===== config.mk =====
export PLATFORM = sky130hd
export DESIGN_NAME = c65_alu
export DESIGN_NICKNAME = d
export VERILOG_FILES = /design/src/rtl/c65_pkg.sv /design/src/rtl/c65_alu.sv
export SDC_FILE = /design/constraint.sdc
export NUM_CORES = 1
export LEC_CHECK = 0
export BUFFER_PORTS_ARGS = -buffer_cell sky130_fd_sc_hd__buf_2
export CORE_MARGIN = 8
export CORE_UTILIZATION = 45
export DETAILED_ROUTE_END_ITERATION = 6
export PLACE_DENSITY = 0.67
export SLEW_MARGIN = 10
export SYNTH_ARGS = -nofsm -noshare
export SYNTH_HDL_FRONTEND = slang
export SYNTH_SLANG_ARGS = --single-unit
export TNS_END_PERCENT = 50

===== constraint.sdc =====
create_clock -name vclk -period 8.38
set_clock_uncertainty 0.05 [all_clocks]
set_input_delay 0.838 -clock vclk [all_inputs]
set_output_delay 0.838 -clock vclk [all_outputs]
set_load 0.02 [all_outputs]

===== src/rtl/c65_pkg.sv =====
// Shared types, constants and decode functions for the 6502 execute unit.
package c65_pkg;

   typedef struct packed {
      logic [7:0] opcode;
      logic [7:0] operand_low;
      logic [7:0] operand_high;
   } req_type;

   typedef struct packed {
      logic [7:0]  acc_out;
      logic [7:0]  x_out;
      logic [7:0]  y_out;
      logic [7:0]  sp_out;
      logic [7:0]  status_out;
      logic [15:0] next_pc;
      logic        bad_opcode;
   } rsp_type;

   typedef enum logic [5:0] {
      OP_ORA, OP_AND, OP_EOR, OP_ADC, OP_STA, OP_LDA, OP_CMP, OP_SBC,
      OP_BIT, OP_STY, OP_LDY, OP_CPY, OP_CPX,
      OP_ASL, OP_ROL, OP_LSR, OP_ROR, OP_STX, OP_LDX, OP_DEC, OP_INC,
      OP_BRK, OP_JSR, OP_RTI, OP_RTS, OP_JMP, OP_JMPI, OP_PHP, OP_PLP, OP_PHA, OP_PLA,
      OP_DEY, OP_TAY, OP_INY, OP_INX, OP_DEX, OP_TYA, OP_TXA, OP_TXS, OP_TAX, OP_TSX,
      OP_FLAG, OP_NOP, OP_BRANCH, OP_BAD
   } op_type;

   typedef enum logic [3:0] {
      M_IMP, M_ACC, M_IMM, M_ZP, M_ZPX, M_ZPY, M_ABS, M_ABX, M_ABY, M_INX, M_INY, M_REL
   } mode_type;

   typedef struct packed {
      op_type   op;
      mode_type mode;
   } decode_type;

   typedef enum logic [3:0] {
      S_CLEAR, S_IDLE, S_ADDR, S_OPER, S_EXEC, S_PUSH, S_PULL, S_PULL_TAKE,
      S_PAIR_A, S_PAIR_B, S_PAIR_C, S_FIN
   } state_type;

   typedef struct packed {
      logic [7:0] a;
      logic [7:0] x;
      logic [7:0] y;
      logic [7:0] sp;
      logic [7:0] p;
      logic [7:0] r;
      logic       taken;
   } alu_res_type;

   localparam logic [7:0] F_C = 8'h01;
   localparam logic [7:0] F_Z = 8'h02;
   localparam logic [7:0] F_I = 8'h04;
   localparam logic [7:0] F_D = 8'h08;
   localparam logic [7:0] F_V = 8'h40;
   localparam logic [7:0] F_N = 8'h80;
   localparam logic [7:0] F_PUSHED = 8'h30;
   localparam logic [7:0] F_PULL_MASK = 8'hCF;
   localparam logic [7:0] NZ_KEEP = 8'h7D;
   localparam logic [7:0] STACK_PAGE = 8'h01;
   localparam logic [15:0] BRK_VECTOR = 16'hFFFE;

   localparam op_type OP_CC1 [8] = '{OP_ORA, OP_AND, OP_EOR, OP_ADC,
                                     OP_STA, OP_LDA, OP_CMP, OP_SBC};
   localparam op_type OP_CC0 [8] = '{OP_BAD, OP_BIT, OP_BAD, OP_BAD,
                                     OP_STY, OP_LDY, OP_CPY, OP_CPX};
   localparam op_type OP_CC2 [8] = '{OP_ASL, OP_ROL, OP_LSR, OP_ROR,
                                     OP_STX, OP_LDX, OP_DEC, OP_INC};
   localparam logic [7:0] OK_CC0 [8] = '{8'h00, 8'h0A, 8'h00, 8'h00,
                                         8'h2A, 8'hAB, 8'h0B, 8'h0B};
   localparam logic [7:0] OK_CC2 [8] = '{8'hAA, 8'hAA, 8'hAA, 8'hAA,
                                         8'h2A, 8'hAB, 8'hAA, 8'hAA};
   localparam mode_type MODE_CC1 [8] = '{M_INX, M_ZP, M_IMM, M_ABS,
                                         M_INY, M_ZPX, M_ABY, M_ABX};
   localparam mode_type MODE_CC02 [8] = '{M_IMM, M_ZP, M_IMP, M_ABS,
                                          M_IMP, M_ZPX, M_IMP, M_ABX};

   function automatic logic [7:0] set_nz(input logic [7:0] p, input logic [7:0] v);
      return (p & NZ_KEEP) | ((v == 8'h00) ? F_Z : 8'h00) | (v & F_N);
   endfunction

   function automatic logic [1:0] mode_len(input mode_type m);
      logic [1:0] n;
      unique case (m)
         M_IMP, M_ACC: n = 2'd1;
         M_ABS, M_ABX, M_ABY: n = 2'd3;
         default: n = 2'd2;
      endcase
      return n;
   endfunction

   function automatic decode_type decode(input logic [7:0] opc);
      decode_type d;
      logic [2:0] aaa;
      logic [2:0] bbb;
      logic [7:0] ok;
      aaa = opc[7:5];
      bbb = opc[4:2];
      d.op = OP_BAD;
      d.mode = M_IMP;
      ok = 8'h00;
      unique case (opc)
         8'h00: d.op = OP_BRK;
         8'h20: begin
            d.op = OP_JSR;
            d.mode = M_ABS;
         end
         8'h40: d.op = OP_RTI;
         8'h60: d.op = OP_RTS;
         8'h4C: begin
            d.op = OP_JMP;
            d.mode = M_ABS;
         end
         8'h6C: begin
            d.op = OP_JMPI;
            d.mode = M_ABS;
         end
         8'h08: d.op = OP_PHP;
         8'h28: d.op = OP_PLP;
         8'h48: d.op = OP_PHA;
         8'h68: d.op = OP_PLA;
         8'h88: d.op = OP_DEY;
         8'hA8: d.op = OP_TAY;
         8'hC8: d.op = OP_INY;
         8'hE8: d.op = OP_INX;
         8'hCA: d.op = OP_DEX;
         8'h98: d.op = OP_TYA;
         8'h8A: d.op = OP_TXA;
         8'h9A: d.op = OP_TXS;
         8'hAA: d.op = OP_TAX;
         8'hBA: d.op = OP_TSX;
         8'hEA: d.op = OP_NOP;
         8'h18, 8'h38, 8'h58, 8'h78, 8'hB8, 8'hD8, 8'hF8: d.op = OP_FLAG;
         8'h0A, 8'h2A, 8'h4A, 8'h6A: begin
            d.op = OP_CC2[aaa];
            d.mode = M_ACC;
         end
         default: begin
            if (opc[4:0] == 5'h10) begin
               d.op = OP_BRANCH;
               d.mode = M_REL;
            end else if (opc[1:0] == 2'b01) begin
               if (opc != 8'h89) begin
                  d.op = OP_CC1[aaa];
                  d.mode = MODE_CC1[bbb];
               end
            end else if (opc[1:0] != 2'b11) begin
               ok = (opc[1:0] == 2'b00) ? OK_CC0[aaa] : OK_CC2[aaa];
               if (ok[bbb]) begin
                  d.op = (opc[1:0] == 2'b00) ? OP_CC0[aaa] : OP_CC2[aaa];
                  d.mode = MODE_CC02[bbb];
                  if (d.op == OP_LDX || d.op == OP_STX) begin
                     if (d.mode == M_ZPX) d.mode = M_ZPY;
                     if (d.mode == M_ABX) d.mode = M_ABY;
                  end
               end
            end
         end
      endcase
      return d;
   endfunction

endpackage


===== src/rtl/c65_alu.sv =====
// Shared arithmetic, logic, shift and register-transfer unit of the execute unit.
module c65_alu (
   input  c65_pkg::op_type      op,
   input  logic [7:0]           opc,
   input  logic [7:0]           v,
   input  logic                 acc_mode,
   input  logic [7:0]           a,
   input  logic [7:0]           x,
   input  logic [7:0]           y,
   input  logic [7:0]           sp,
   input  logic [7:0]           p,
   output c65_pkg::alu_res_type res
);

   logic [7:0] bv;
   logic [8:0] sum;
   logic       ovf;
   logic [4:0] al;
   logic [9:0] ar;
   logic [5:0] sl;
   logic [9:0] sr;
   logic [7:0] cmp_reg;
   logic [7:0] sh;
   logic       sh_c;
   logic [7:0] sel;
   logic [7:0] add_res;
   logic       add_c;
   logic       sub;

   always_comb begin
      sub = (op == c65_pkg::OP_SBC);
      bv = sub ? ~v : v;
      sum = {1'b0, a} + {1'b0, bv} + {8'h00, p[0]};
      ovf = (~(a ^ bv) & (a ^ sum[7:0]) & c65_pkg::F_N) != 8'h00;

      al = {1'b0, a[3:0]} + {1'b0, v[3:0]} + {4'h0, p[0]};
      if (al >= 5'd10) al = {1'b0, 4'(al[3:0] + 4'd6)} + 5'h10;
      ar = {2'b00, a[7:4], 4'h0} + {2'b00, v[7:4], 4'h0} + {5'h00, al};
      if (ar >= 10'h0A0) ar = ar + 10'h060;

      sl = {2'b00, a[3:0]} - {2'b00, v[3:0]} + {5'h00, p[0]} - 6'd1;
      if (sl[5]) sl = {2'b00, 4'(sl[3:0] + 4'd10)} - 6'd16;
      sr = {2'b00, a[7:4], 4'h0} - {2'b00, v[7:4], 4'h0} + {{4{sl[5]}}, sl};
      if (sr[9]) sr = sr - 10'h060;

      add_res = sum[7:0];
      add_c = sum[8];
      if ((p & c65_pkg::F_D) != 8'h00) begin
         if (sub) begin
            add_res = sr[7:0];
         end else begin
            add_res = ar[7:0];
            add_c = ar >= 10'h100;
         end
      end

      sh = v;
      sh_c = p[0];
      case (op)
         c65_pkg::OP_ASL: {sh_c, sh} = {v, 1'b0};
         c65_pkg::OP_ROL: {sh_c, sh} = {v, p[0]};
         c65_pkg::OP_LSR: {sh, sh_c} = {1'b0, v};
         c65_pkg::OP_ROR: {sh, sh_c} = {p[0], v};
         c65_pkg::OP_INC: sh = v + 8'd1;
         c65_pkg::OP_DEC: sh = v - 8'd1;
         default: sh = v;
      endcase

      cmp_reg = (op == c65_pkg::OP_CPX) ? x : ((op == c65_pkg::OP_CPY) ? y : a);

      case (opc[7:6])
         2'd0: sel = c65_pkg::F_N;
         2'd1: sel = c65_pkg::F_V;
         2'd2: sel = c65_pkg::F_C;
         default: sel = c65_pkg::F_Z;
      endcase

      res.a = a;
      res.x = x;
      res.y = y;
      res.sp = sp;
      res.p = p;
      res.r = sh;
      res.taken = 1'b0;
      unique case (op)
         c65_pkg::OP_ORA: begin
            res.a = a | v;
            res.p = c65_pkg::set_nz(p, a | v);
         end
         c65_pkg::OP_AND: begin
            res.a = a & v;
            res.p = c65_pkg::set_nz(p, a & v);
         end
         c65_pkg::OP_EOR: begin
            res.a = a ^ v;
            res.p = c65_pkg::set_nz(p, a ^ v);
         end
         c65_pkg::OP_ADC, c65_pkg::OP_SBC: begin
            res.a = add_res;
            res.p = c65_pkg::set_nz({p[7], ovf, p[5:1], add_c}, add_res);
         end
         c65_pkg::OP_LDA: begin
            res.a = v;
            res.p = c65_pkg::set_nz(p, v);
         end
         c65_pkg::OP_LDX: begin
            res.x = v;
            res.p = c65_pkg::set_nz(p, v);
         end
         c65_pkg::OP_LDY: begin
            res.y = v;
            res.p = c65_pkg::set_nz(p, v);
         end
         c65_pkg::OP_CMP, c65_pkg::OP_CPX, c65_pkg::OP_CPY:
            res.p = c65_pkg::set_nz({p[7:1], cmp_reg >= v}, cmp_reg - v);
         c65_pkg::OP_BIT:
            res.p = {v[7], v[6], p[5:2], (a & v) == 8'h00, p[0]};
         c65_pkg::OP_ASL, c65_pkg::OP_ROL, c65_pkg::OP_LSR, c65_pkg::OP_ROR,
         c65_pkg::OP_INC, c65_pkg::OP_DEC: begin
            res.p = c65_pkg::set_nz({p[7:1], sh_c}, sh);
            if (acc_mode) res.a = sh;
         end
         c65_pkg::OP_DEY: begin
            res.y = y - 8'd1;
            res.p = c65_pkg::set_nz(p, y - 8'd1);
         end
         c65_pkg::OP_INY: begin
            res.y = y + 8'd1;
            res.p = c65_pkg::set_nz(p, y + 8'd1);
         end
         c65_pkg::OP_DEX: begin
            res.x = x - 8'd1;
            res.p = c65_pkg::set_nz(p, x - 8'd1);
         end
         c65_pkg::OP_INX: begin
            res.x = x + 8'd1;
            res.p = c65_pkg::set_nz(p, x + 8'd1);
         end
         c65_pkg::OP_TAY: begin
            res.y = a;
            res.p = c65_pkg::set_nz(p, a);
         end
         c65_pkg::OP_TYA: begin
            res.a = y;
            res.p = c65_pkg::set_nz(p, y);
         end
         c65_pkg::OP_TAX: begin
            res.x = a;
            res.p = c65_pkg::set_nz(p, a);
         end
         c65_pkg::OP_TXA: begin
            res.a = x;
            res.p = c65_pkg::set_nz(p, x);
         end
         c65_pkg::OP_TSX: begin
            res.x = sp;
            res.p = c65_pkg::set_nz(p, sp);
         end
         c65_pkg::OP_TXS: res.sp = x;
         c65_pkg::OP_FLAG: begin
            unique case (opc[7:5])
               3'd0: res.p = p & ~c65_pkg::F_C;
               3'd1: res.p = p | c65_pkg::F_C;
               3'd2: res.p = p & ~c65_pkg::F_I;
               3'd3: res.p = p | c65_pkg::F_I;
               3'd5: res.p = p & ~c65_pkg::F_V;
               3'd6: res.p = p & ~c65_pkg::F_D;
               default: res.p = p | c65_pkg::F_D;
            endcase
         end
         c65_pkg::OP_BRANCH: res.taken = (opc[5] == ((p & sel) != 8'h00));
         default: res.taken = 1'b0;
      endcase
   end

endmodule


==> results of run 1 <==
Yosys cell counts (all sizes together), types with 10 or more instances:
cell type and n:
mux2i 18, fa 11, inv 55, xnor2 38
o21ai 70, a221oi 18, clkbuf 49, nor3 36
nor2 79, nand4 11, nand2b 15, mux2 10
xor2 12, a211oi 19, a21o 15, nand3 33
nor2b 12, nor4 17, a31oi 13, a21oi 55
ha 69, or3 11, nand2 67, buf 20
critical path, cell delays in order:
cell      delay (ps)
buf_2            360
inv_1            200
fa_1             490
fa_1             420
xor2_1           250
ha_1             290
inv_1             60
a31o_2           220
a211oi_1         230
nor2_1           140
fa_1             410
ha_1             230
inv_1             80
fa_1             450
ha_1             330
a21boi_0         140
a211o_1          270
a221oi_1         390
a221oi_1         130
and2_1           190
nand4_1           90
nand3_1          100
buf_2            200
how the worst max path moves through the flow:
stage	start	to	slack, ps	cells after the start
after floorplan	v[0]	res[10]	1830	22
after global placement	v[0]	res[10]	1210	23
after detailed placement	v[0]	res[10]	1130	23
after CTS	v[0]	res[10]	1090	23
after global routing	v[0]	res[10]	710	23
final	v[0]	res[10]	970	23
where the power goes:
group | total (mW) | leakage [nW] | switching [mW] | internal [mW]
clock | 0 | 0 | 0 | 0
sequential | 0 | 0 | 0 | 0
combinational | 0.503 | 2.78 | 0.312 | 0.191
total | 0.503 | 2.78 | 0.312 | 0.191
metrics by stage:
step                      total power, mW  instance area (µm²)  worst slack [ps]
after global placement              0.486                 6620              1210
after CTS                           0.493                 6620              1090
after global routing                0.548                 6620               705
final                               0.503                 6620               965
after floorplan                     0.359                 6140              1830
after detailed placement            0.490                 6620              1130
cell families after synthesis:
family                     count (synthesis)  synth area share [%]
AOI/OAI and AO/OA                        309                  35.1
xor gates and xnor gates                  51                  7.50
adders and majority gates                 80                  17.6
buffers and inverters                    124                  8.11
muxes                                     30                  5.50
and+or+nand+nor                          319                  26.2
placed cells by master (no fill, tap or decap), drive strengths merged, types with 33 or more instances in the layout:
master  count
nor3       36
inv        55
nor2       79
a21oi      55
xnor2      38
nand2      67
buf       108
o21ai      70
ha         69
nand3      33
area by class of cell:
| class | instances | area (µm²) |
|---|---|---|
| Multi-Input combinational cell | 789 | 5640 |
| Tap cell | 176 | 220 |
| Timing Repair Buffer | 108 | 553 |
| Fill cell | 1433 | 6670 |
| Inverter | 55 | 206 |
routing by layer:
metal / track usage (%) / vias up
met5: 0 / -
met4: 6.88 / 0
met3: 5.30 / 68
met2: 41.0 / 495
met1: 37.4 / 3482
li1: - / 3530
==> impl_metrics.py, run 1 <==
metrics = {
    "outcome": {
        "status": "finished, violations left",
        "violations": "DRC",
    },
    "sta": {
        "worst_pin_slew_ps": 1090,
        "hold_violations": 0,
        "clock.fmax_ghz": 0.135,
        "rsz0062_at_grt": "no",
        "slew_viol_final": 0,
        "min_period_over_period_pct": 88.5,
        "max_slew_margin_pct": 27.0,
        "fin_crit_ps": 7410,
        "setup_viol": 0,
        "whs_ps": 1630,
        "setup_tns_ps": 0,
    },
    "drt": {
        "wl_per_cell_um": 22.4,
        "first_iter_violations": 1117,
        "num_vias": 7575,
        "wirelength_mm": 25.3,
        "drcViolationCount": 2,
        "routed.top_layer": "met4",
        "wl_met2_mm": 10.8,
        "drt-met1-wl_mm": 10.8,
        "detail-route-antenna-nets": 0,
        "drt_pass1_iterations": 7,
        "viasPerCell": 6.72,
        "met3_length_mm": 2.95,
    },
    "setup_path": {
        "arrival_ps": 6530,
        "cp-end-kind": "output port",
        "cp-start-kind": "input pin",
        "critPathKind": "in -> out",
        "cp_data_required_time_ps": 7490,
        "crit_fanout": 14,
    },
    "cells_and_area": {
        "diodes": 0,
        "seq_cells": 0,
        "fin_util_pct": 49.8,
        "nets": 1097,
        "layout.cells.non_filler": 1128,
        "seqCellArea_um2": 0,
        "drive_gt1_share_pct": 14.4,
        "area_delta_synth_final_pct": 7.84,
        "clock_buffers": 0,
    },
    "logic_synthesis": {
        "synth_warnings": 0,
        "syn_inst": 913,
        "synth_area_um2": 6140,
        "seq_area_frac_synth_pct": 0,
        "postSynthAreaPerCell_um2": 6.73,
        "synthTopCellsByArea": "ha_1 14%, o21ai_0 5.5%, xnor2_1 5.4%, nor2_1 4.8%, a21oi_1 4.5%",
        "ys_types": 80,
        "synth_area_leader_cell": "ha_1",
        "synth.net_count": 1056,
        "yosysTopAreaCellShare_pct": 14.1,
    },
    "min_path": {
        "holdPathEnd": "res[14]",
        "min_from": "p[5]",
        "hold_path.class": "in -> out",
        "worstHoldPathCells": 0,
    },
    "grt": {
        "grt_pass1_wl_mm": 39.1,
        "grt_pass1_vias": 6970,
        "overflow": 0,
        "grt_start_max_net_pins": 36,
        "track_usage_pct": 26.9,
        "antenna_found_initial": 0,
    },
    "placement": {
        "dp_hpwl_mm": 19.4,
        "dp.cells": 1128,
        "portBuffers": 103,
        "gp_congestion": 0.996,
    },
    "floorplan": {
        "dieArea_um2": 17600,
        "die_x_um": 133,
        "die_h_um": 133,
        "row_count": 42,
        "pin_count": 112,
        "core-area_um2": 13300,
        "initial_utilization_pct": 46.2,
    },
    "job": {
        "maxCapViolations": 0,
    },
    "power": {
        "p_per_area_nw_per_um2": 76.0,
        "p_leak_nw": 2.78,
        "peakVddDrop_mv": 0.0305,
    },
    "clock_network": {
        "cts-resized-gates": 0,
        "post-cts-setup-buffers": 0,
        "hold_buffers": 0,
    },
}
(Power assumes the default switching activity.)
==> run 2, diff against run 1 <==
Settings changed: BUFFER_PORTS_ARGS -buffer_cell sky130_fd_sc_hd__buf_2 to not set, DONT_BUFFER_PORTS set to 1, PLACE_DENSITY 0.67 to not set.
==> impl_metrics.py, run 2 (same netlist as run 1, synthesis figures left out) <==
metrics = {
    "setup_path": {
        "cp-startpoint": "a[0]",
        "critPathKind": "in -> out",
        "cp-start-kind": "input pin",
        "cp_data_required_time_ps": 7490,
        "crit_fanout": 7,
        "cp-end-kind": "output port",
        "arrival_ps": 5990,
    },
    "outcome": {
        "status": "finished, final reports clean",
    },
    "sta": {
        "worst_pin_slew_ps": 1210,
        "hold_violations": 0,
        "rsz0062_at_grt": "no",
        "worst_slack_ps": 1500,
        "min_period_over_period_pct": 82.1,
        "max_slew_margin_pct": 18.4,
        "clock.fmax_ghz": 0.145,
        "slew_viol_final": 0,
        "setup_viol": 0,
        "whs_ps": 1630,
        "setup_tns_ps": 0,
        "fin_crit_ps": 6880,
    },
    "drt": {
        "wl_per_cell_um": 24.5,
        "drt_pass1_iterations": 7,
        "first_iter_violations": 1210,
        "wirelength_mm": 25.1,
        "detail-route-antenna-nets": 0,
        "drcViolationCount": 0,
        "num_vias": 7290,
        "viasPerCell": 7.09,
    },
    "power": {
        "p_leak_nw": 2.39,
        "p_per_area_nw_per_um2": 69.7,
        "peakVddDrop_mv": 0.0332,
    },
    "floorplan": {
        "die_x_um": 133,
        "pin_count": 112,
        "row_count": 42,
        "die_h_um": 133,
        "dieArea_um2": 17600,
        "core-area_um2": 13300,
        "initial_utilization_pct": 46.2,
    },
    "cells_and_area": {
        "final_common_cell": "nor2_1",
        "mostFrequentLayoutCells": "78 x nor2_1, 69 x ha_1, 68 x o21ai_0",
        "seq_cells": 0,
        "seqCellArea_um2": 0,
        "drive_gt1_share_pct": 4.34,
        "nets": 997,
        "area_delta_synth_final_pct": -0.183,
        "diodes": 0,
        "clock_buffers": 0,
        "num-fill-cells": 1444,
    },
    "min_path": {
        "worstHoldPathCells": 0,
        "holdPathEnd": "res[13]",
        "hold_path.class": "in -> out",
        "min_from": "p[4]",
    },
    "placement": {
        "portBuffers": 0,
        "gp_congestion": 0.986,
        "dp_hpwl_mm": 19.4,
        "dp_slack_ps": 1580,
    },
    "clock_network": {
        "cts-resized-gates": 0,
        "post-cts-setup-buffers": 0,
        "hold_buffers": 0,
    },
    "grt": {
        "overflow": 0,
        "antenna_found_initial": 0,
        "grt_pass1_wl_mm": 39.0,
        "grt_start_max_net_pins": 36,
        "track_usage_pct": 26.7,
        "grt_pass1_vias": 6569,
    },
    "job": {
        "maxCapViolations": 0,
    },
}
[run 2: cell types whose count changed in the layout (fill, tap and decap cells not counted)]
cell   before  now
buf_4       5    8
buf_2     103    0
[run 2: where the power goes]
part | switching, mW | total, mW | leakage [nW] | internal, mW
Sequential | 0 | 0 | 0 | 0
Clock | 0 | 0 | 0 | 0
Combinational | 0.255 | 0.427 | 2.39 | 0.172
Total | 0.255 | 0.427 | 2.39 | 0.172
[run 2: how the worst max path moves through the flow]
stage / end / slack [ps] / depth (start not counted)
2_1_floorplan: res[10] / 1830 / 22
3_3_place_gp: res[47] / 1580 / 19
3_5_place_dp: res[47] / 1580 / 19
4_1_cts: res[10] / 1540 / 21
5_1_grt: res[48] / 1180 / 20
6_report: res[10] / 1500 / 21
[run 2: routing by layer]
layer  track usage (%)  part of all wire (%)
met1              37.8                    43
met2              40.8                    43
met3              6.28                    12
met4              3.72                   1.9
met5                 0                     0
[run 2: area by class of cell]
type / count / area, µm² / share of cell area (%)
repair buffers: 8 / 60.1 / 0.980
multi-input cells: 789 / 5640 / 92.1
well taps: 176 / 220 / 3.59
inverters: 55 / 206 / 3.37
[run 2: critical path: stages]
cell	delay (ps)
inv_1	100
fa_1	490
fa_1	420
xor2_1	230
ha_1	280
inv_1	60
a31o_2	220
a211oi_1	240
nor2_1	140
fa_1	430
ha_1	230
inv_1	70
fa_1	450
ha_1	330
a21boi_0	140
a211o_1	270
a221oi_1	420
a221oi_1	120
and2_1	190
nand4_1	90
nand3_1	230
[run 2: per-stage QoR]
stage                     instance area [µm²]  instances  power (mW)  util [%]
after floorplan                          6140        913       0.359         -
after global placement                   6130       1028       0.415      46.1
after detailed placement                 6130       1028       0.418      46.1
after CTS                                6130       1028       0.420      46.1
after global routing                     6130       1028       0.469      46.1
final                                    6130       1028       0.427      46.1
